**src/sv/mafr_pkg.sv**
```systemverilog
// Package for the multidrop address-frame receiver.
// Holds the receive phase, target and register index codes and the CSR struct.
// No dependencies.
`timescale 1ns / 1ps
`default_nettype none

package mafr_pkg;

   // Receive phase of the frame state machine.
   typedef enum logic [1:0] {
      PH_IDLE  = 2'd0,
      PH_FRAME = 2'd1,
      PH_POLL  = 2'd2,
      PH_WAIT  = 2'd3
   } phase_type;

   // Station that the current frame or poll is addressed to.
   typedef enum logic [1:0] {
      TGT_PRIMARY = 2'd0,
      TGT_AUX     = 2'd1,
      TGT_BCAST   = 2'd2
   } target_type;

   // Configuration register indexes.
   typedef enum logic [1:0] {
      CSR_PRIMARY_ADDRESS = 2'd0,
      CSR_AUX_ADDRESS     = 2'd1,
      CSR_BCAST_ADDR      = 2'd2,
      CSR_END_FLAG        = 2'd3
   } csr_index_type;

   // Request kinds.
   localparam logic KIND_CHAR    = 1'b0;
   localparam logic KIND_RELEASE = 1'b1;

   // Bit that turns a station address into its poll address.
   localparam logic [7:0] POLL_BIT = 8'h80;

   // Configuration register contents, handed from the CSR block to the receiver.
   typedef struct packed {
      logic [6:0] primary_address;
      logic [6:0] aux_address;
      logic [7:0] bcast_addr;
      logic [7:0] end_flag;
   } csr_type;

endpackage

`default_nettype wire

```
**src/sv/mafr_csr.sv**
```systemverilog
// Configuration registers of the multidrop address-frame receiver.
// Depends on mafr_pkg for the register indexes and the csr_type struct.
`timescale 1ns / 1ps
`default_nettype none

module mafr_csr
   import mafr_pkg::*;
(
   input  wire logic          clock,
   input  wire logic          reset,
   input  wire logic          csr_write_enable,
   input  wire csr_index_type csr_index,
   input  wire logic [7:0]    csr_wdata,
   output csr_type            csr_out
);

   csr_type regs_ff;
   csr_type regs_in;

   // Decode a write into the addressed register; wider data is truncated.
   always_comb begin
      regs_in = regs_ff;
      if (csr_write_enable) begin
         case (csr_index)
            CSR_PRIMARY_ADDRESS: regs_in.primary_address = csr_wdata[6:0];
            CSR_AUX_ADDRESS:     regs_in.aux_address     = csr_wdata[6:0];
            CSR_BCAST_ADDR:      regs_in.bcast_addr      = csr_wdata;
            CSR_END_FLAG:        regs_in.end_flag        = csr_wdata;
            default:             regs_in = regs_ff;
         endcase
      end
   end

   // All registers reset to zero, which also disables the auxiliary address.
   always_ff @(posedge clock) begin
      if (reset) begin
         regs_ff <= '0;
      end else begin
         regs_ff <= regs_in;
      end
   end

   assign csr_out = regs_ff;

endmodule

`default_nettype wire

```
**src/sv/multidrop_address_frame_receiver.sv**
```systemverilog
// Multidrop address-frame receiver: one result per request, one request per clock
// while the result register can take it. Each request is handled in the cycle it is
// accepted and its result is held in a single output register; a new request is
// taken whenever that register is empty or is being emptied in the same cycle, so
// the rate is one request per cycle while responses are taken. Configuration is
// written through the csr_ port and should only change while no request is pending.
// Depends on mafr_pkg and mafr_csr.
`timescale 1ns / 1ps
`default_nettype none

module multidrop_address_frame_receiver
   import mafr_pkg::*;
#(
   parameter int BUF_SIZE = 256
) (
   input  wire logic          clock,
   input  wire logic          reset,

   input  wire logic          csr_write_enable,
   input  wire csr_index_type csr_index,
   input  wire logic [7:0]    csr_wdata,

   input  wire logic          req_valid,
   output logic               req_ready,
   input  wire logic          req_kind,
   input  wire logic [7:0]    req_rx_byte,
   input  wire logic          req_address_mark,
   input  wire logic          req_frame_error,
   input  wire logic          req_tx_busy,

   output logic               rsp_valid,
   input  wire logic          rsp_ready,
   output logic               rsp_store_valid,
   output logic [7:0]         rsp_store_index,
   output logic [7:0]         rsp_store_byte,
   output logic               rsp_frame_ready,
   output logic               rsp_poll_ready,
   output logic [8:0]         rsp_frame_length,
   output logic [1:0]         rsp_target
);

   localparam logic [8:0] BufLimit = 9'(BUF_SIZE);

   csr_type cfg;

   mafr_csr u_csr (
      .clock            (clock),
      .reset            (reset),
      .csr_write_enable (csr_write_enable),
      .csr_index        (csr_index),
      .csr_wdata        (csr_wdata),
      .csr_out          (cfg)
   );

   // Receiver state.
   phase_type  phase_ff, phase_in;
   logic [8:0] length_ff, length_in;
   target_type target_ff, target_in;

   // Result register.
   logic       rsp_valid_ff, rsp_valid_in;
   logic       store_valid_ff, store_valid_in;
   logic [7:0] store_index_ff, store_index_in;
   logic [7:0] store_byte_ff, store_byte_in;
   logic       frame_ready_ff, frame_ready_in;
   logic       poll_ready_ff, poll_ready_in;

   logic       req_accept;
   logic       aux_on;
   logic       is_primary, is_aux, is_bcast, is_end;
   logic       is_poll_primary, is_poll_aux, is_poll_own;
   logic [6:0] poll_addr;
   phase_type  cur_phase;
   logic [8:0] cur_length;

   // The result register accepts a new request when empty or being drained.
   assign req_ready  = !rsp_valid_ff || rsp_ready;
   assign req_accept = req_valid && req_ready;

   // Address compares against the configured station addresses.
   assign aux_on          = cfg.aux_address != 7'd0;
   assign is_primary      = req_rx_byte == {1'b0, cfg.primary_address};
   assign is_aux          = aux_on && (req_rx_byte == {1'b0, cfg.aux_address});
   assign is_bcast        = req_rx_byte == cfg.bcast_addr;
   assign is_end          = req_rx_byte == cfg.end_flag;
   assign is_poll_primary = req_rx_byte == (POLL_BIT | {1'b0, cfg.primary_address});
   assign is_poll_aux     = aux_on && (req_rx_byte == (POLL_BIT | {1'b0, cfg.aux_address}));
   assign poll_addr       = (target_ff == TGT_AUX) ? cfg.aux_address : cfg.primary_address;
   assign is_poll_own     = req_rx_byte == (POLL_BIT | {1'b0, poll_addr});

   // A full buffer restarts reception before the character is handled.
   assign cur_phase  = (length_ff >= BufLimit) ? PH_IDLE : phase_ff;
   assign cur_length = (length_ff >= BufLimit) ? 9'd0 : length_ff;

   // Receiver state machine: state registers.
   always_ff @(posedge clock) begin
      if (reset) begin
         phase_ff  <= PH_IDLE;
         length_ff <= 9'd0;
         target_ff <= TGT_PRIMARY;
      end else begin
         phase_ff  <= phase_in;
         length_ff <= length_in;
         target_ff <= target_in;
      end
   end

   // Receiver state machine: next state and result fields.
   always_comb begin
      phase_in       = phase_ff;
      length_in      = length_ff;
      target_in      = target_ff;
      store_valid_in = 1'b0;
      store_index_in = 8'd0;
      store_byte_in  = 8'd0;
      frame_ready_in = 1'b0;
      poll_ready_in  = 1'b0;
      if (req_accept) begin
         if (req_kind == KIND_RELEASE || req_frame_error || req_tx_busy) begin
            // Release, framing error or transmitter busy: drop back to idle.
            phase_in  = PH_IDLE;
            length_in = 9'd0;
         end else begin
            phase_in       = cur_phase;
            length_in      = cur_length;
            store_valid_in = 1'b1;
            store_index_in = cur_length[7:0];
            store_byte_in  = req_rx_byte;
            case (cur_phase)
               PH_IDLE: begin
                  if (req_address_mark) begin
                     if (is_primary || is_aux || is_bcast) begin
                        phase_in  = PH_FRAME;
                        length_in = 9'd1;
                        target_in = is_primary ? TGT_PRIMARY :
                                    (is_aux ? TGT_AUX : TGT_BCAST);
                     end else if (is_poll_primary) begin
                        phase_in  = PH_POLL;
                        target_in = TGT_PRIMARY;
                     end else if (is_poll_aux) begin
                        phase_in  = PH_POLL;
                        target_in = TGT_AUX;
                     end else begin
                        length_in = 9'd0;
                     end
                  end
               end
               PH_FRAME: begin
                  if (req_address_mark) begin
                     if (is_end) begin
                        length_in      = cur_length + 9'd1;
                        phase_in       = PH_WAIT;
                        frame_ready_in = 1'b1;
                     end else if (is_primary || is_bcast) begin
                        // Address mid-frame restarts the frame at index zero.
                        store_index_in = 8'd0;
                        length_in      = 9'd1;
                        target_in      = is_primary ? TGT_PRIMARY : TGT_BCAST;
                     end else if (is_aux) begin
                        store_index_in = 8'd0;
                        length_in      = 9'd1;
                        target_in      = TGT_AUX;
                     end else begin
                        phase_in  = PH_IDLE;
                        length_in = 9'd0;
                     end
                  end else begin
                     length_in = cur_length + 9'd1;
                  end
               end
               PH_POLL: begin
                  if (req_address_mark && is_poll_own) begin
                     phase_in      = PH_WAIT;
                     poll_ready_in = 1'b1;
                  end else begin
                     phase_in  = PH_IDLE;
                     length_in = 9'd0;
                  end
               end
               default: begin
                  // Waiting for release: characters are stored, state holds.
               end
            endcase
         end
      end
   end

   // Result valid: set on an accepted request, cleared when taken.
   always_comb begin
      if (req_accept) begin
         rsp_valid_in = 1'b1;
      end else if (rsp_ready) begin
         rsp_valid_in = 1'b0;
      end else begin
         rsp_valid_in = rsp_valid_ff;
      end
   end

   always_ff @(posedge clock) begin
      if (reset) begin
         rsp_valid_ff <= 1'b0;
      end else begin
         rsp_valid_ff <= rsp_valid_in;
      end
   end

   // Result payload is loaded only when a request is accepted.
   always_ff @(posedge clock) begin
      if (req_accept) begin
         store_valid_ff <= store_valid_in;
         store_index_ff <= store_index_in;
         store_byte_ff  <= store_byte_in;
         frame_ready_ff <= frame_ready_in;
         poll_ready_ff  <= poll_ready_in;
      end
   end

   assign rsp_valid        = rsp_valid_ff;
   assign rsp_store_valid  = store_valid_ff;
   assign rsp_store_index  = store_index_ff;
   assign rsp_store_byte   = store_byte_ff;
   assign rsp_frame_ready  = frame_ready_ff;
   assign rsp_poll_ready   = poll_ready_ff;
   assign rsp_frame_length = length_ff;
   assign rsp_target       = target_ff;

   // The idle phase always carries an empty frame.
   a_idle_empty: assert property (@(posedge clock) disable iff (reset)
      phase_ff == PH_IDLE |-> length_ff == 9'd0)
      else $error("idle phase with nonzero frame length");

   // The frame length never runs past the buffer size.
   a_length_bound: assert property (@(posedge clock) disable iff (reset)
      length_ff <= BufLimit)
      else $error("frame length beyond buffer size");

   // A release request always returns the receiver to idle.
   a_release_idle: assert property (@(posedge clock) disable iff (reset)
      req_accept && req_kind == KIND_RELEASE |=> phase_ff == PH_IDLE && !rsp_store_valid)
      else $error("release did not return to idle");

   // A completed frame or poll leaves the receiver waiting for release.
   a_done_wait: assert property (@(posedge clock) disable iff (reset)
      req_accept && (frame_ready_in || poll_ready_in) |=> phase_ff == PH_WAIT)
      else $error("completion without wait phase");

   // Frame and poll completion never coincide.
   a_done_exclusive: assert property (@(posedge clock) disable iff (reset)
      rsp_valid_ff |-> !(frame_ready_ff && poll_ready_ff))
      else $error("frame and poll completion together");

endmodule

`default_nettype wire

```
**config.mk**
```make
export PLATFORM = sky130hd
export DESIGN_NAME = multidrop_address_frame_receiver
export DESIGN_NICKNAME = d
export VERILOG_FILES = /design/src/sv/mafr_pkg.sv /design/src/sv/mafr_csr.sv /design/src/sv/multidrop_address_frame_receiver.sv
export SDC_FILE = /design/constraint.sdc
export NUM_CORES = 1
export LEC_CHECK = 0
export ABC_AREA = 1
export BUFFER_PORTS_ARGS = -buffer_cell sky130_fd_sc_hd__buf_4
export CORE_MARGIN = 2
export CORE_UTILIZATION = 30
export CTS_BUF_LIST = sky130_fd_sc_hd__clkbuf_8
export CTS_CLUSTER_DIAMETER = 120
export DETAILED_ROUTE_END_ITERATION = 16
export MAX_ROUTING_LAYER = met4
export PLACE_DENSITY = 0.58
export SETUP_SLACK_MARGIN = 0.02
export SLEW_MARGIN = 15
export SYNTH_ARGS = -nofsm -noshare
export SYNTH_HDL_FRONTEND = slang
export SYNTH_HIERARCHICAL = 1
export SYNTH_SLANG_ARGS = --single-unit
```
**constraint.sdc**
```tcl
create_clock -name clock -period 1.61 [get_ports clock]
set_input_delay 0.4025 -clock clock [delete_from_list [all_inputs] [get_ports clock]]
set_output_delay 0.4025 -clock clock [all_outputs]
set_load 0.05 [all_outputs]
```
==> results of run 1 <==
## repair_timing
action                                  CTS  global route
endpoints found under the setup margin   22            24
gates cloned                              0             0
hold buffers                              0             0
buffers inserted                          5             3
resized for setup                        39            57
pin swaps                                11            35
## kinds of logic after synthesis
group	after synthesis	synth area share (%)
AOI/OAI and AO/OA	45	6.256
DFF	63	36.10
adders and majority gates	1	0.3112
and+or+nand+nor	363	38.56
buffers and inverters	123	13.17
xor gates and xnor gates	24	5.602
## stage by stage
step / TNS [ns] / utilization (%) / std cells / hold slack [ns]
floorplan: -0.1157 / - / 619 / 0.4448
global placement: -8.583 / 38.90 / 892 / 0.4564
detailed placement: -8.357 / 38.90 / 892 / 0.4756
CTS: -0.6221 / 41.37 / 913 / 0.2567
global route: -3.361 / 43.02 / 916 / 0.2765
finish: -1.004 / 43.02 / 916 / 0.2683
## synthesized netlist by cell type (all sizes together)
cell type / n / area share (%)
nand2: 180 / 17
nor2: 115 / 11
inv: 98 / 9.2
nand3: 48 / 6.7
dfxtp: 44 / 22
a21oi: 34 / 4.8
buf: 19 / 3.4
edfxtp: 19 / 14
xnor2: 15 / 3.6
nand4: 11 / 1.7
o21ai: 11 / 1.5
xor2: 9 / 2.0
clkbuf: 6 / 0.56
nor3: 6 / 1.0
nand3b: 2 / 0.37
ha: 1 / 0.31
nor4: 1 / 0.16
## worst min path at each step
stage,startpoint,end,slack (ns),depth (start not counted)
after floorplan,phase_ff[0],phase_ff[0],0.44,2
after global placement,phase_ff[0],phase_ff[0],0.46,2
after detailed placement,rsp_frame_length[6],rsp_frame_length[6],0.48,2
after CTS,csr_wdata[7],u_csr/csr_out[7],0.26,3
after global routing,csr_wdata[7],u_csr/csr_out[15],0.28,3
final,csr_wdata[7],u_csr/csr_out[15],0.27,3
## layer usage
metal,routed length [µm],GRT usage [%],vias to the layer above,part of all wire (%)
li1,-,-,2132,-
met1,5172,20.61,1885,45
met2,5393,27.14,85,47
met3,555,4.230,23,4.9
met4,250,6.618,0,2.2
met5,0,-,-,0
## registers in the layout (all words and copies together), names as in the netlist
signal and count:
rsp_poll_ready 1, rsp_target 2, phase_ff 2, rsp_store_index 8, rsp_store_valid 1, rsp_store_byte 8, rsp_frame_length 9, u_csr/csr_out 30
rsp_valid 1, rsp_frame_ready 1
## power groups by stage
stage / registers, mW / clock network, mW / logic [mW]
3_5_place_dp: 1.78 / 0 / 0.671
6_report: 1.74 / 1.41 / 0.744
2_1_floorplan: 1.86 / 0 / 0.355
3_3_place_gp: 1.77 / 0 / 0.662
5_1_grt: 1.75 / 1.53 / 0.814
4_1_cts: 1.74 / 1.46 / 0.703
## layout make-up
| cell class | instances | area (µm²) | share of cell area [%] |
|---|---|---|---|
| inverter | 98 | 376.6 | 6.637 |
| timing repair buffer | 130 | 1028 | 18.13 |
| multi-input combinational | 433 | 2337 | 41.19 |
| sequential | 63 | 1516 | 26.73 |
| clock buffer | 10 | 137.6 | 2.426 |
| clock inverter | 6 | 57.56 | 1.014 |
| tap | 176 | 220.2 | 3.881 |
## layout by cell type, fill, tap and decap left out, drive strengths merged, types with 2 or more instances in the layout
| master | Yosys | routed |
|---|---|---|
| clkbuf | 6 | 10 |
| nand4 | 11 | 11 |
| nor2 | 115 | 115 |
| nor3 | 6 | 6 |
| buf | 19 | 130 |
| nand3 | 48 | 48 |
| a21oi | 34 | 34 |
| nand2 | 180 | 180 |
| xor2 | 9 | 9 |
| o21ai | 11 | 11 |
| nand3b | 2 | 2 |
| dfxtp | 44 | 44 |
| xnor2 | 15 | 15 |
| edfxtp | 19 | 19 |
| inv | 98 | 101 |
## critical path: cells and delay by family (launching register included)
| kind | cells | cell delay [ns] |
|---|---|---|
| buf+inv | 3 | 0.27 |
| flops | 1 | 0.35 |
| compound gates | 1 | 0.13 |
| simple gates | 10 | 0.88 |
==> impl_results.html, run 1 <==
<table>
<tr><th>Metric</th><th>Value</th></tr>
<tr><th colspan="2">Run status</th></tr>
<tr><td>Outcome</td><td>finished, violations left</td></tr>
<tr><td>Violated checks</td><td>setup timing</td></tr>
<tr><th colspan="2">Floorplan</th></tr>
<tr><td>Area of the die</td><td>14340 µm²</td></tr>
<tr><td>DIE WIDTH</td><td>between 100 and 150 µm</td></tr>
<tr><td>Num rows</td><td>42</td></tr>
<tr><td>Initial Util</td><td>30.48%</td></tr>
<tr><td>I/O pins</td><td>just under 60</td></tr>
<tr><td>Core box area</td><td>between 10000 and 15000 µm²</td></tr>
<tr><td>Vertical extent of the die</td><td>approximately 120 µm</td></tr>
<tr><th colspan="2">Yosys</th></tr>
<tr><td>Sequential cell area fraction in the yosys report</td><td>36.10%</td></tr>
<tr><td>Syn nets</td><td>between 600 and 700</td></tr>
<tr><td>Number of standard cells after synthesis</td><td>a little over 600</td></tr>
<tr><td>#FFs+latches synth</td><td>63</td></tr>
<tr><td>Warnings from Yosys</td><td>6</td></tr>
<tr><td>Post-synthesis cell area</td><td>just over 4000 µm²</td></tr>
<tr><td>Average cell area after synthesis</td><td>~6.5 µm²</td></tr>
<tr><td>Number of library cell types mapped by synthesis</td><td>31</td></tr>
<tr><th colspan="2">Worst setup path</th></tr>
<tr><td>Worst Reg2Reg Path Length in Cells</td><td>14</td></tr>
<tr><td>Worst reg2reg endpoint</td><td>rsp_frame_length[6]</td></tr>
<tr><td>Critical path endpoint category</td><td>flip-flop</td></tr>
<tr><td>Critical path fanouts, max</td><td>10</td></tr>
<tr><td>Req. time, crit path</td><td>around 1.9 ns</td></tr>
<tr><td>Start point of the critical path</td><td>rsp_target[1]</td></tr>
<tr><td>Launch instance of the worst register-to-register path</td><td>rsp_target[1]</td></tr>
<tr><td>CP Class</td><td>flip-flop to flip-flop</td></tr>
<tr><td>Worst path max stage delay</td><td>0.35 ns</td></tr>
<tr><td>Highest-delay cell along the critical path</td><td>dfxtp_4</td></tr>
<tr><td>Cell repeated most along the worst path</td><td>nand2_1</td></tr>
<tr><td>Data arrival time of the critical path</td><td>approximately 2 ns</td></tr>
<tr><td>Ordered list of cells on the worst path</td><td>inv_4 &gt; buf_6 &gt; nand3_1 &gt; nand3_2 &gt; nand2_1 &gt; nor2_1 &gt; nand2_1 &gt; nor2_2 &gt; nand4_1 &gt; nand2_1 &gt; inv_1 &gt; nand3_2 &gt; nand2_1 &gt; a21oi_1</td></tr>
<tr><td>Startpoint Class</td><td>flip-flop</td></tr>
<tr><td>Critical path capture point</td><td>rsp_frame_length[6]</td></tr>
<tr><td>R2r setup slk</td><td>-0.09 ns</td></tr>
<tr><th colspan="2">Routing</th></tr>
<tr><td>Final antenna-violating net count</td><td>0</td></tr>
<tr><td>Routed Wire Length</td><td>between 10000 and 15000 µm</td></tr>
<tr><td>Count of TritonRoute iterations in the first routing pass</td><td>4</td></tr>
<tr><td>Average wire length per cell after detail routing</td><td>around 12 µm</td></tr>
<tr><td>Routed via count divided by cell count</td><td>around 4.5</td></tr>
<tr><td>Number of remaining DRC errors</td><td>0</td></tr>
<tr><td>Iteration-0 DRC count of the detailed router</td><td>239</td></tr>
<tr><td>Via total after detailed routing</td><td>between 4000 and 5000</td></tr>
<tr><th colspan="2">STA</th></tr>
<tr><td>Worst clock skew</td><td>about 0.012 ns</td></tr>
<tr><td>Number of failing hold endpoints at the final stage</td><td>0</td></tr>
<tr><td>Slew at the pin closest to its max-slew limit</td><td>0.4118 ns</td></tr>
<tr><td>Max-slew violation count</td><td>0</td></tr>
<tr><td>Number of failing setup endpoints in the final timing report</td><td>20</td></tr>
<tr><td>Maximum frequency from static timing analysis</td><td>approximately 0.59 GHz</td></tr>
<tr><td>Worst-case setup margin in the final layout</td><td>-0.08861 ns</td></tr>
<tr><td>Unrepaired setup endpoints after global routing</td><td>true</td></tr>
<tr><td>Headroom to the max-slew limit</td><td>around 72%</td></tr>
<tr><td>Post-route fraction of the period consumed by the critical path</td><td>105.5%</td></tr>
<tr><td>Minimum clock period after layout</td><td>1.699 ns</td></tr>
<tr><th colspan="2">Global route</th></tr>
<tr><td>Wire length of the first global-routing pass</td><td>around 19000 µm</td></tr>
<tr><td>Number of global-route vias before repair</td><td>3952</td></tr>
<tr><td>Maximum number of pins on one net before global-route repair</td><td>31</td></tr>
<tr><td>Global route overflow</td><td>0</td></tr>
<tr><td>Number of antenna violations at the first check in global routing</td><td>0</td></tr>
<tr><td>Total routing resource utilization after global routing</td><td>between 10% and 20%</td></tr>
<tr><th colspan="2">Pwr</th></tr>
<tr><td>Sw power</td><td>approximately 1.2 mW</td></tr>
<tr><td>Combinational Power Share</td><td>a little under a fifth</td></tr>
<tr><td>Total power consumption of the routed design</td><td>3.899 mW</td></tr>
<tr><td>Largest voltage drop on the vdd net</td><td>~0.52 mV</td></tr>
<tr><td>Clock power share</td><td>between 30% and 40%</td></tr>
<tr><td>Reg power frac</td><td>between 40 and 50%</td></tr>
<tr><td>Ratio of total power to cell area</td><td>687.1 nW/µm²</td></tr>
<tr><td>Leak</td><td>roughly 2.7 nW</td></tr>
<tr><td>Internal power component</td><td>roughly 2.7 mW</td></tr>
<tr><td>Switching power share of the total</td><td>29.95%</td></tr>
<tr><th colspan="2">Finish</th></tr>
<tr><td>Post-route design area</td><td>5674 µm²</td></tr>
<tr><td>Antenna diode instance count</td><td>0</td></tr>
<tr><td>Number of nets in the final layout</td><td>around 760</td></tr>
<tr><td>Area growth from synthesis to layout</td><td>41.15%</td></tr>
<tr><td>Proportion of layout cells with a drive suffix above 1</td><td>~37%</td></tr>
<tr><td>Fill cell count</td><td>~1400</td></tr>
<tr><th colspan="2">Clocking</th></tr>
<tr><td>Clock tree root driver cell</td><td>clkbuf_8</td></tr>
<tr><td>Clock latency of the later-clocked register in the worst-skew pair</td><td>0.37 ns</td></tr>
<tr><td>Clock sink count</td><td>63</td></tr>
<tr><td>Clock tree from TritonCTS</td><td>done</td></tr>
<tr><td>Clock input transition at the sequential cells of the worst setup and hold paths</td><td>approximately 0.080 ns</td></tr>
<tr><td>Largest buffer count on any clock path</td><td>2</td></tr>
<tr><td>Level count of the clock H-tree</td><td>3</td></tr>
<tr><td>Clock buffer count from CTS</td><td>9</td></tr>
<tr><th colspan="2">Min path</th></tr>
<tr><td>Kind of path behind the tightest hold check</td><td>input pin to flip-flop</td></tr>
<tr><th colspan="2">Flow run</th></tr>
<tr><td>Number of max-cap violations</td><td>0</td></tr>
<tr><th colspan="2">Place</th></tr>
<tr><td>Count of port buffers added during placement</td><td>58</td></tr>
<tr><td>HPWL reported at the end of detailed placement</td><td>between 8000 and 9000 µm</td></tr>
<tr><td>Placer's final routability congestion estimate</td><td>~0.89</td></tr>
<tr><td>Worst-case setup slack after placement</td><td>-0.4037 ns</td></tr>
<tr><td>Cell area after placement</td><td>a little over 5000 µm²</td></tr>
</table>
No activity file was read; power rests on OpenSTA's default activity.
==> run 2: changes to the inputs <==
- ABC_AREA: 1 -> default
- CAP_MARGIN: default -> 20
- PLACE_DENSITY: 0.58 -> 0.5
==> impl_results.html, run 2 <==
<table>
<tr><th>Metric</th><th>Value</th></tr>
<tr><th colspan="2">Run status</th></tr>
<tr><td>Outcome</td><td>finished, violations left</td></tr>
<tr><td>Violated checks</td><td>setup timing</td></tr>
<tr><th colspan="2">Pwr</th></tr>
<tr><td>Ratio of total power to cell area</td><td>695.7 nW/µm² (+1.3%)</td></tr>
<tr><td>Largest voltage drop on the vdd net</td><td>0.2896 mV (-45%)</td></tr>
<tr><td>Leak</td><td>2.187 nW (-18%)</td></tr>
<tr><th colspan="2">Clocking</th></tr>
<tr><td>Clock latency of the later-clocked register in the worst-skew pair</td><td>0.37 ns (about the same)</td></tr>
<tr><td>CTS Hold Buffers Added</td><td>0 (unchanged)</td></tr>
<tr><td>Clock input transition at the sequential cells of the worst setup and hold paths</td><td>0.07 ns (about the same)</td></tr>
<tr><td>Clock tree from TritonCTS</td><td>done</td></tr>
<tr><td>Level count of the clock H-tree</td><td>3 (unchanged)</td></tr>
<tr><td>Clock sink count</td><td>63 (unchanged)</td></tr>
<tr><td>Clock buffer count from CTS</td><td>9 (unchanged)</td></tr>
<tr><td>Largest buffer count on any clock path</td><td>2 (unchanged)</td></tr>
<tr><td>Clock tree root driver cell</td><td>clkbuf_8</td></tr>
<tr><th colspan="2">Global route</th></tr>
<tr><td>Met3 track demand over resource</td><td>4.764% (+0.53 points)</td></tr>
<tr><td>Total routing resource utilization after global routing</td><td>16.92% (-0.033 points)</td></tr>
<tr><td>Met1 usage in global routing</td><td>21.93% (+1.3 points)</td></tr>
<tr><td>Wire length of the first global-routing pass</td><td>16490 µm (-12%)</td></tr>
<tr><td>Global route overflow</td><td>0 (unchanged)</td></tr>
<tr><td>Number of global-route vias before repair</td><td>3217 (-19%)</td></tr>
<tr><td>M2 GR Usage</td><td>25.87% (-1.3 points)</td></tr>
<tr><td>Number of antenna violations at the first check in global routing</td><td>0 (unchanged)</td></tr>
<tr><td>Maximum number of pins on one net before global-route repair</td><td>38 (+23%)</td></tr>
<tr><td>Busiest grt layer</td><td>met2</td></tr>
<tr><th colspan="2">Finish</th></tr>
<tr><td>Flip-flop count of the largest register, all copies and words added</td><td>30 (unchanged)</td></tr>
<tr><td>Most common cell after layout, fill and taps aside</td><td>buf_4</td></tr>
<tr><td>Proportion of layout cells with a drive suffix above 1</td><td>47.40% (+10 points)</td></tr>
<tr><td>Final Util</td><td>44.48% (+1.5 points)</td></tr>
<tr><td>Number of nets in the final layout</td><td>523 (-31%)</td></tr>
<tr><td>Area growth from synthesis to layout</td><td>45.57%</td></tr>
<tr><td>Final instance count without filler cells</td><td>647 (-29%)</td></tr>
<tr><td>Top library cells by usage in the layout, fill and taps aside</td><td>buf_4, nand2b_1, mux2i_1</td></tr>
<tr><td>Post-route design area</td><td>5320 µm² (-6.2%)</td></tr>
<tr><td>Antenna diode instance count</td><td>0 (unchanged)</td></tr>
<tr><th colspan="2">Yosys</th></tr>
<tr><td>#FFs+latches synth</td><td>63 (unchanged)</td></tr>
<tr><td>Number of library cell types mapped by synthesis</td><td>64 (+110%)</td></tr>
<tr><td>Post-synthesis async set-or-reset flop share</td><td>0% (unchanged)</td></tr>
<tr><td>Post-synthesis cell area</td><td>3655 µm² (-9.1%)</td></tr>
<tr><td>EDFF count, synth</td><td>19 (unchanged)</td></tr>
<tr><td>Commonest cells in the netlist</td><td>nand2b_1, dfxtp_1, mux2i_1</td></tr>
<tr><td>Sequential cell area fraction in the yosys report</td><td>39.71% (+3.6 points)</td></tr>
<tr><td>Largest cells by area after synthesis</td><td>dfxtp_1, edfxtp_1, mux2i_1, nand2b_1, xor2_1</td></tr>
<tr><td>Syn nets</td><td>387 (-40%)</td></tr>
<tr><td>Average cell area after synthesis</td><td>10.18 µm² (+57%)</td></tr>
<tr><td>Cell with the most instances after synthesis</td><td>nand2b_1</td></tr>
<tr><td>Number of standard cells after synthesis</td><td>359 (-42%)</td></tr>
<tr><td>Largest area contributor in the netlist</td><td>dfxtp_1</td></tr>
<tr><td>Warnings from Yosys</td><td>6 (unchanged)</td></tr>
<tr><td>Main synth FF type</td><td>dfxtp_1</td></tr>
<tr><td>Area fraction of the dominant cell type after synthesis</td><td>24.10% (+2.2 points)</td></tr>
<tr><th colspan="2">Worst setup path</th></tr>
<tr><td>Ordered list of cells on the worst path</td><td>or4_4 &gt; nor4_2 &gt; or3_4 &gt; a31oi_4 &gt; a21o_4 &gt; nor3b_2</td></tr>
<tr><td>CP Class</td><td>flip-flop to flip-flop</td></tr>
<tr><td>Highest-delay cell along the critical path</td><td>or4_4</td></tr>
<tr><td>Worst path max stage delay</td><td>0.52 ns (+0.17 ns)</td></tr>
<tr><td>Critical path fanouts, max</td><td>8 (-2)</td></tr>
<tr><td>Critical path endpoint category</td><td>flip-flop</td></tr>
<tr><td>Req. time, crit path</td><td>1.82 ns (-0.08 ns)</td></tr>
<tr><td>Data arrival time of the critical path</td><td>2.14 ns (+0.15 ns)</td></tr>
<tr><td>Startpoint Class</td><td>flip-flop</td></tr>
<tr><th colspan="2">Routing</th></tr>
<tr><td>Count of TritonRoute iterations in the first routing pass</td><td>4 (unchanged)</td></tr>
<tr><td>Number of remaining DRC errors</td><td>0 (unchanged)</td></tr>
<tr><td>Routed Wire Length</td><td>10100 µm (-11%)</td></tr>
<tr><td>Average wire length per cell after detail routing</td><td>15.62 µm (+26%)</td></tr>
<tr><td>Final antenna-violating net count</td><td>0 (unchanged)</td></tr>
<tr><td>Iteration-0 DRC count of the detailed router</td><td>173 (-28%)</td></tr>
<tr><td>Via total after detailed routing</td><td>3143 (-24%)</td></tr>
<tr><td>Routed via count divided by cell count</td><td>4.858 (+7.9%)</td></tr>
<tr><th colspan="2">Floorplan</th></tr>
<tr><td>Area of the die</td><td>13080 µm² (-8.8%)</td></tr>
<tr><td>I/O pins</td><td>59 (unchanged)</td></tr>
<tr><td>Core box area</td><td>11960 µm² (-9.3%)</td></tr>
<tr><td>DIE WIDTH</td><td>114.4 µm (-4.5%)</td></tr>
<tr><td>Vertical extent of the die</td><td>114.4 µm (-4.5%)</td></tr>
<tr><td>Num rows</td><td>40 (-4.8%)</td></tr>
<tr><td>Initial Util</td><td>30.55% (+0.076 points)</td></tr>
<tr><th colspan="2">STA</th></tr>
<tr><td>Slew at the pin closest to its max-slew limit</td><td>0.4665 ns (+0.05477 ns)</td></tr>
<tr><td>Unrepaired setup endpoints after global routing</td><td>true</td></tr>
<tr><td>Worst clock skew</td><td>0.009325 ns (-0.002556 ns)</td></tr>
<tr><td>Max-slew violation count</td><td>0 (unchanged)</td></tr>
<tr><td>Number of failing hold endpoints at the final stage</td><td>0 (unchanged)</td></tr>
<tr><td>Worst Hold Margin</td><td>0.3435 ns (+0.07524 ns)</td></tr>
<tr><td>Headroom to the max-slew limit</td><td>68.90% (-3.6 points)</td></tr>
<tr><td>Number of failing setup endpoints in the final timing report</td><td>22 (+10%)</td></tr>
<tr><td>Minimum clock period after layout</td><td>1.924 ns (+0.2256 ns)</td></tr>
<tr><td>Worst-case setup margin in the final layout</td><td>-0.3142 ns (-0.2256 ns)</td></tr>
<tr><td>Maximum frequency from static timing analysis</td><td>0.5197 GHz (-12%)</td></tr>
<tr><td>Post-route fraction of the period consumed by the critical path</td><td>119.5% (+14 points)</td></tr>
<tr><th colspan="2">Place</th></tr>
<tr><td>Cell area after placement</td><td>4806 µm² (-6.3%)</td></tr>
<tr><td>Count of port buffers added during placement</td><td>58 (unchanged)</td></tr>
<tr><td>HPWL reported at the end of detailed placement</td><td>7509 µm (-13%)</td></tr>
<tr><td>Placer's final routability congestion estimate</td><td>0.8891 (-0.21%)</td></tr>
<tr><td>Instance count after placement with tap cells included</td><td>620 (-30%)</td></tr>
<tr><td>Worst-case setup slack after placement</td><td>-0.6028 ns (-0.1992 ns)</td></tr>
<tr><th colspan="2">Flow run</th></tr>
<tr><td>Number of max-cap violations</td><td>0 (unchanged)</td></tr>
<tr><th colspan="2">Min path</th></tr>
<tr><td>Kind of path behind the tightest hold check</td><td>input pin to flip-flop</td></tr>
</table>
-- run 2: power breakdown --
| group | total, mW | switching, mW | internal (mW) | leakage, nW |
|---|---|---|---|---|
| Clock | 1.31 | 0.625 | 0.687 | 0.0967 |
| Combinational | 0.671 | 0.374 | 0.297 | 1.53 |
| Sequential | 1.72 | 0.0340 | 1.68 | 0.555 |
-- run 2: final timing paths --
check	startpoint	to	slack [ns]	cells past startpoint
setup / recovery	u_csr/csr_out[20]	rsp_store_index[0]	-0.31	6
hold / removal	csr_wdata[7]	u_csr/csr_out[7]	0.34	3
setup reg to reg	u_csr/csr_out[20]	rsp_store_index[0]	-0.31	6
hold reg to reg	u_csr/csr_out[13]	u_csr/csr_out[13]	0.49	2
-- run 2: timing repair --
item / in CTS / in global routing
pin swaps: 20 / 15
setup endpoints to repair: 22 / 25
resized for setup: 38 / 15
buffers inserted: 8 / 2
gates cloned: 0 / 1
-- run 2: kinds of logic after synthesis --
| group | after synthesis | synth area share [%] |
|---|---|---|
| muxes | 34 | 9.346 |
| DFF | 63 | 39.71 |
| AOI/OAI and AO/OA | 64 | 13.45 |
| xor gates and xnor gates | 33 | 8.319 |
| and+or+nand+nor | 132 | 23.96 |
| adders and majority gates | 1 | 0.3423 |
| buffers and inverters | 32 | 4.861 |
-- run 2: metrics by stage --
step	TNS [ns]	total power, mW
floorplan	-6.119	2.137
global placement	-11.78	2.388
detailed placement	-11.93	2.393
CTS	-5.767	3.748
global route	-7.703	3.873
finish	-5.929	3.701
-- run 2: worst max-delay path: cells and delay by family, from the launching register on --
family	cells	cell delay, ns
AND/OR/NAND/NOR	4	1.07
AO/OA/AOI/OAI	2	0.38
flip-flops	1	0.32
-- run 2: area by class of cell --
| class | count | area [µm²] |
|---|---|---|
| clock buffer | 9 | 123.9 |
| clock inverter | 7 | 55.05 |
| fill | 1168 | 6641 |
| inverter | 10 | 42.54 |
| multi-input combinational | 264 | 2267 |
| sequential | 63 | 1480 |
| tap | 147 | 183.9 |
| timing repair buffer | 147 | 1167 |
-- run 2: routing by layer --
| layer | vias up | wire (µm) |
|---|---|---|
| met5 | - | 0 |
| met4 | 0 | 170 |
| met3 | 12 | 384 |
| met2 | 64 | 4681 |
| met1 | 1508 | 4868 |
| li1 | 1559 | - |
==> run 3: changes to the inputs <==
- CORE_ASPECT_RATIO: default -> 1.25
- PLACE_DENSITY: 0.5 -> 0.49
- clock period: 1.61 -> 2.1 ns (I/O delays scaled with it)
==> impl_results.html, run 3 (synthesized netlist as in run 2, its figures left out) <==
<table>
<tr><th>Metric</th><th>Value</th></tr>
<tr><th colspan="2">Run status</th></tr>
<tr><td>Outcome</td><td>finished, final reports clean</td></tr>
<tr><th colspan="2">Worst setup path</th></tr>
<tr><td>CP Class</td><td>flip-flop to flip-flop</td></tr>
<tr><td>Cell repeated most along the worst path</td><td>buf_4</td></tr>
<tr><td>Startpoint Class</td><td>flip-flop</td></tr>
<tr><td>Worst path max stage delay</td><td>0.40 ns (-0.12 ns)</td></tr>
<tr><td>Ordered list of cells on the worst path</td><td>nand2b_1 &gt; or3_4 &gt; a221oi_4 &gt; buf_4 &gt; o2111a_1 &gt; buf_4 &gt; o221a_2</td></tr>
<tr><td>Critical path endpoint category</td><td>flip-flop</td></tr>
<tr><td>Worst path bufs/invs</td><td>2 (+2)</td></tr>
<tr><td>Worst path top cell family by delay</td><td>compound AO/OA/AOI/OAI gates</td></tr>
<tr><td>Critical path fanouts, max</td><td>10 (+2)</td></tr>
<tr><td>Data arrival time of the critical path</td><td>2.33 ns (+0.19 ns)</td></tr>
<tr><td>Highest-delay cell along the critical path</td><td>dfxtp_2</td></tr>
<tr><td>Req. time, crit path</td><td>2.40 ns (+0.58 ns)</td></tr>
<tr><th colspan="2">Global route</th></tr>
<tr><td>Number of global-route vias before repair</td><td>2906 (-9.7%)</td></tr>
<tr><td>Total routing resource utilization after global routing</td><td>15.71% (-1.2 points)</td></tr>
<tr><td>Number of antenna violations at the first check in global routing</td><td>0 (unchanged)</td></tr>
<tr><td>Maximum number of pins on one net before global-route repair</td><td>36 (-5.3%)</td></tr>
<tr><td>Global route overflow</td><td>0 (unchanged)</td></tr>
<tr><td>Busiest grt layer</td><td>met2</td></tr>
<tr><td>Wire length of the first global-routing pass</td><td>15160 µm (-8.1%)</td></tr>
<tr><td>M2 GR Usage</td><td>25.45% (-0.42 points)</td></tr>
<tr><td>Met3 track demand over resource</td><td>2.954% (-1.8 points)</td></tr>
<tr><td>Met1 usage in global routing</td><td>18.74% (-3.2 points)</td></tr>
<tr><th colspan="2">Min path</th></tr>
<tr><td>Kind of path behind the tightest hold check</td><td>input pin to flip-flop</td></tr>
<tr><th colspan="2">Floorplan</th></tr>
<tr><td>Vertical extent of the die</td><td>127.4 µm (+11%)</td></tr>
<tr><td>DIE WIDTH</td><td>102.7 µm (-10%)</td></tr>
<tr><td>I/O pins</td><td>59 (unchanged)</td></tr>
<tr><td>Core box area</td><td>11990 µm² (+0.26%)</td></tr>
<tr><td>Area of the die</td><td>13090 µm² (about the same)</td></tr>
<tr><td>Num rows</td><td>45 (+13%)</td></tr>
<tr><td>Initial Util</td><td>30.47% (-0.080 points)</td></tr>
<tr><th colspan="2">Pwr</th></tr>
<tr><td>Leak</td><td>2.008 nW (-8.2%)</td></tr>
<tr><td>Largest voltage drop on the vdd net</td><td>0.2481 mV (-14%)</td></tr>
<tr><td>Ratio of total power to cell area</td><td>640.5 nW/µm² (-7.9%)</td></tr>
<tr><td>Total power consumption of the routed design</td><td>3.137 mW (-15%)</td></tr>
<tr><th colspan="2">STA</th></tr>
<tr><td>Maximum frequency from static timing analysis</td><td>0.4928 GHz (-5.2%)</td></tr>
<tr><td>Minimum clock period after layout</td><td>2.029 ns (+0.1049 ns)</td></tr>
<tr><td>Headroom to the max-slew limit</td><td>70.42% (+1.5 points)</td></tr>
<tr><td>Worst clock skew</td><td>0.009194 ns (-0.0001312 ns)</td></tr>
<tr><td>Number of failing hold endpoints at the final stage</td><td>0 (unchanged)</td></tr>
<tr><td>Unrepaired setup endpoints after global routing</td><td>true</td></tr>
<tr><td>Worst-case setup margin in the final layout</td><td>0.07084 ns (+0.3851 ns)</td></tr>
<tr><td>Slew at the pin closest to its max-slew limit</td><td>0.4400 ns (-0.02653 ns)</td></tr>
<tr><td>Max-slew violation count</td><td>0 (unchanged)</td></tr>
<tr><td>Post-route fraction of the period consumed by the critical path</td><td>96.63% (-23 points)</td></tr>
<tr><td>Number of failing setup endpoints in the final timing report</td><td>0 (-100%)</td></tr>
<tr><th colspan="2">Finish</th></tr>
<tr><td>Area of the multi-input gates</td><td>2132 µm² (-6.0%)</td></tr>
<tr><td>Most common cell after layout, fill and taps aside</td><td>buf_4</td></tr>
<tr><td>Fill cell count</td><td>1223 (+4.7%)</td></tr>
<tr><td>Final Util</td><td>40.83% (-3.6 points)</td></tr>
<tr><td>Flip-flop count of the largest register, all copies and words added</td><td>30 (unchanged)</td></tr>
<tr><td>Proportion of layout cells with a drive suffix above 1</td><td>36.88% (-11 points)</td></tr>
<tr><td>Register cell area after layout</td><td>1459 µm² (-1.4%)</td></tr>
<tr><td>Number of nets in the final layout</td><td>484 (-7.5%)</td></tr>
<tr><td>Area growth from synthesis to layout</td><td>34.00%</td></tr>
<tr><td>Final instance count without filler cells</td><td>625 (-3.4%)</td></tr>
<tr><td>Post-route design area</td><td>4897 µm² (-7.9%)</td></tr>
<tr><td>Top library cells by usage in the layout, fill and taps aside</td><td>buf_4, nand2b_1, dfxtp_1</td></tr>
<tr><td>Antenna diode instance count</td><td>0 (unchanged)</td></tr>
<tr><th colspan="2">Routing</th></tr>
<tr><td>Final antenna-violating net count</td><td>0 (unchanged)</td></tr>
<tr><td>Number of remaining DRC errors</td><td>0 (unchanged)</td></tr>
<tr><td>Average wire length per cell after detail routing</td><td>15.40 µm (-1.4%)</td></tr>
<tr><td>Via total after detailed routing</td><td>2959 (-5.9%)</td></tr>
<tr><td>Count of TritonRoute iterations in the first routing pass</td><td>4 (unchanged)</td></tr>
<tr><td>Iteration-0 DRC count of the detailed router</td><td>117 (-32%)</td></tr>
<tr><td>Routed via count divided by cell count</td><td>4.734 (-2.5%)</td></tr>
<tr><td>Routed Wire Length</td><td>9628 µm (-4.7%)</td></tr>
<tr><th colspan="2">Clocking</th></tr>
<tr><td>Clock latency of the later-clocked register in the worst-skew pair</td><td>0.36 ns (about the same)</td></tr>
<tr><td>Clock sink count</td><td>63 (unchanged)</td></tr>
<tr><td>Clock tree from TritonCTS</td><td>done</td></tr>
<tr><td>Largest buffer count on any clock path</td><td>2 (unchanged)</td></tr>
<tr><td>Level count of the clock H-tree</td><td>3 (unchanged)</td></tr>
<tr><td>Clock tree root driver cell</td><td>clkbuf_8</td></tr>
<tr><td>Clock buffer count from CTS</td><td>9 (unchanged)</td></tr>
<tr><td>Clock input transition at the sequential cells of the worst setup and hold paths</td><td>0.07 ns (about the same)</td></tr>
<tr><th colspan="2">Place</th></tr>
<tr><td>Instance count after placement with tap cells included</td><td>605 (-2.4%)</td></tr>
<tr><td>HPWL reported at the end of detailed placement</td><td>7276 µm (-3.1%)</td></tr>
<tr><td>Worst-case setup slack after placement</td><td>-0.2362 ns (+0.3666 ns)</td></tr>
<tr><td>Count of port buffers added during placement</td><td>58 (unchanged)</td></tr>
<tr><td>Cell area after placement</td><td>4529 µm² (-5.8%)</td></tr>
<tr><td>Placer's final routability congestion estimate</td><td>0.9154 (+3.0%)</td></tr>
<tr><th colspan="2">Flow run</th></tr>
<tr><td>Number of max-cap violations</td><td>0 (unchanged)</td></tr>
</table>
run 3: final timing paths:
check                      startpoint                 to  slack [ns]  cells after the start
setup / recovery  rsp_frame_length[8]        phase_ff[1]        0.07                      7
hold / removal              req_valid          rsp_valid        0.43                      3
setup reg to reg  rsp_frame_length[8]        phase_ff[1]        0.07                      7
hold reg to reg     u_csr/csr_out[14]  u_csr/csr_out[14]        0.49                      2
run 3: repair_timing:
action | CTS | global route
endpoints found under the setup margin | 14 | 12
hold buffers | 0 | 0
gates cloned | 0 | 1
pin swaps | 1 | 2
endpoints found under the hold margin | 0 | 0
gates resized for setup | 2 | 12
buffers inserted | 1 | 2
run 3: through the flow:
stage,TNS [ns],hold WS [ns]
2_1_floorplan,0,0.4601
3_3_place_gp,-2.595,0.4700
3_5_place_dp,-2.850,0.4783
4_1_cts,0,0.4172
5_1_grt,0,0.4386
6_report,0,0.4330
run 3: tightest hold or removal path, cell delays in order:
cell and delay (ns):
buf_4 0.12, inv_1 0.05, a21oi_1 0.05
run 3: area by class of cell:
class | instances | area share, %
Multi-Input combinational cell | 265 | 43.54
Inverter | 10 | 0.8687
Clock buffer | 11 | 3.091
Tap cell | 164 | 4.190
Clock inverter | 5 | 2.121
Timing Repair Buffer | 107 | 16.40
Sequential cell | 63 | 29.79
run 3: metal layers:
layer	vias up	share of wire (%)
met3	16	3.9
met2	58	50
met4	0	2.8
li1	1485	-
met1	1400	43
met5	-	0
run 3: power breakdown:
group | leakage, nW | internal (mW) | switching, mW | total (mW)
sequential | 0.550 | 1.30 | 0.0272 | 1.32
combinational | 1.33 | 0.198 | 0.275 | 0.473
clock | 0.130 | 0.853 | 0.488 | 1.34
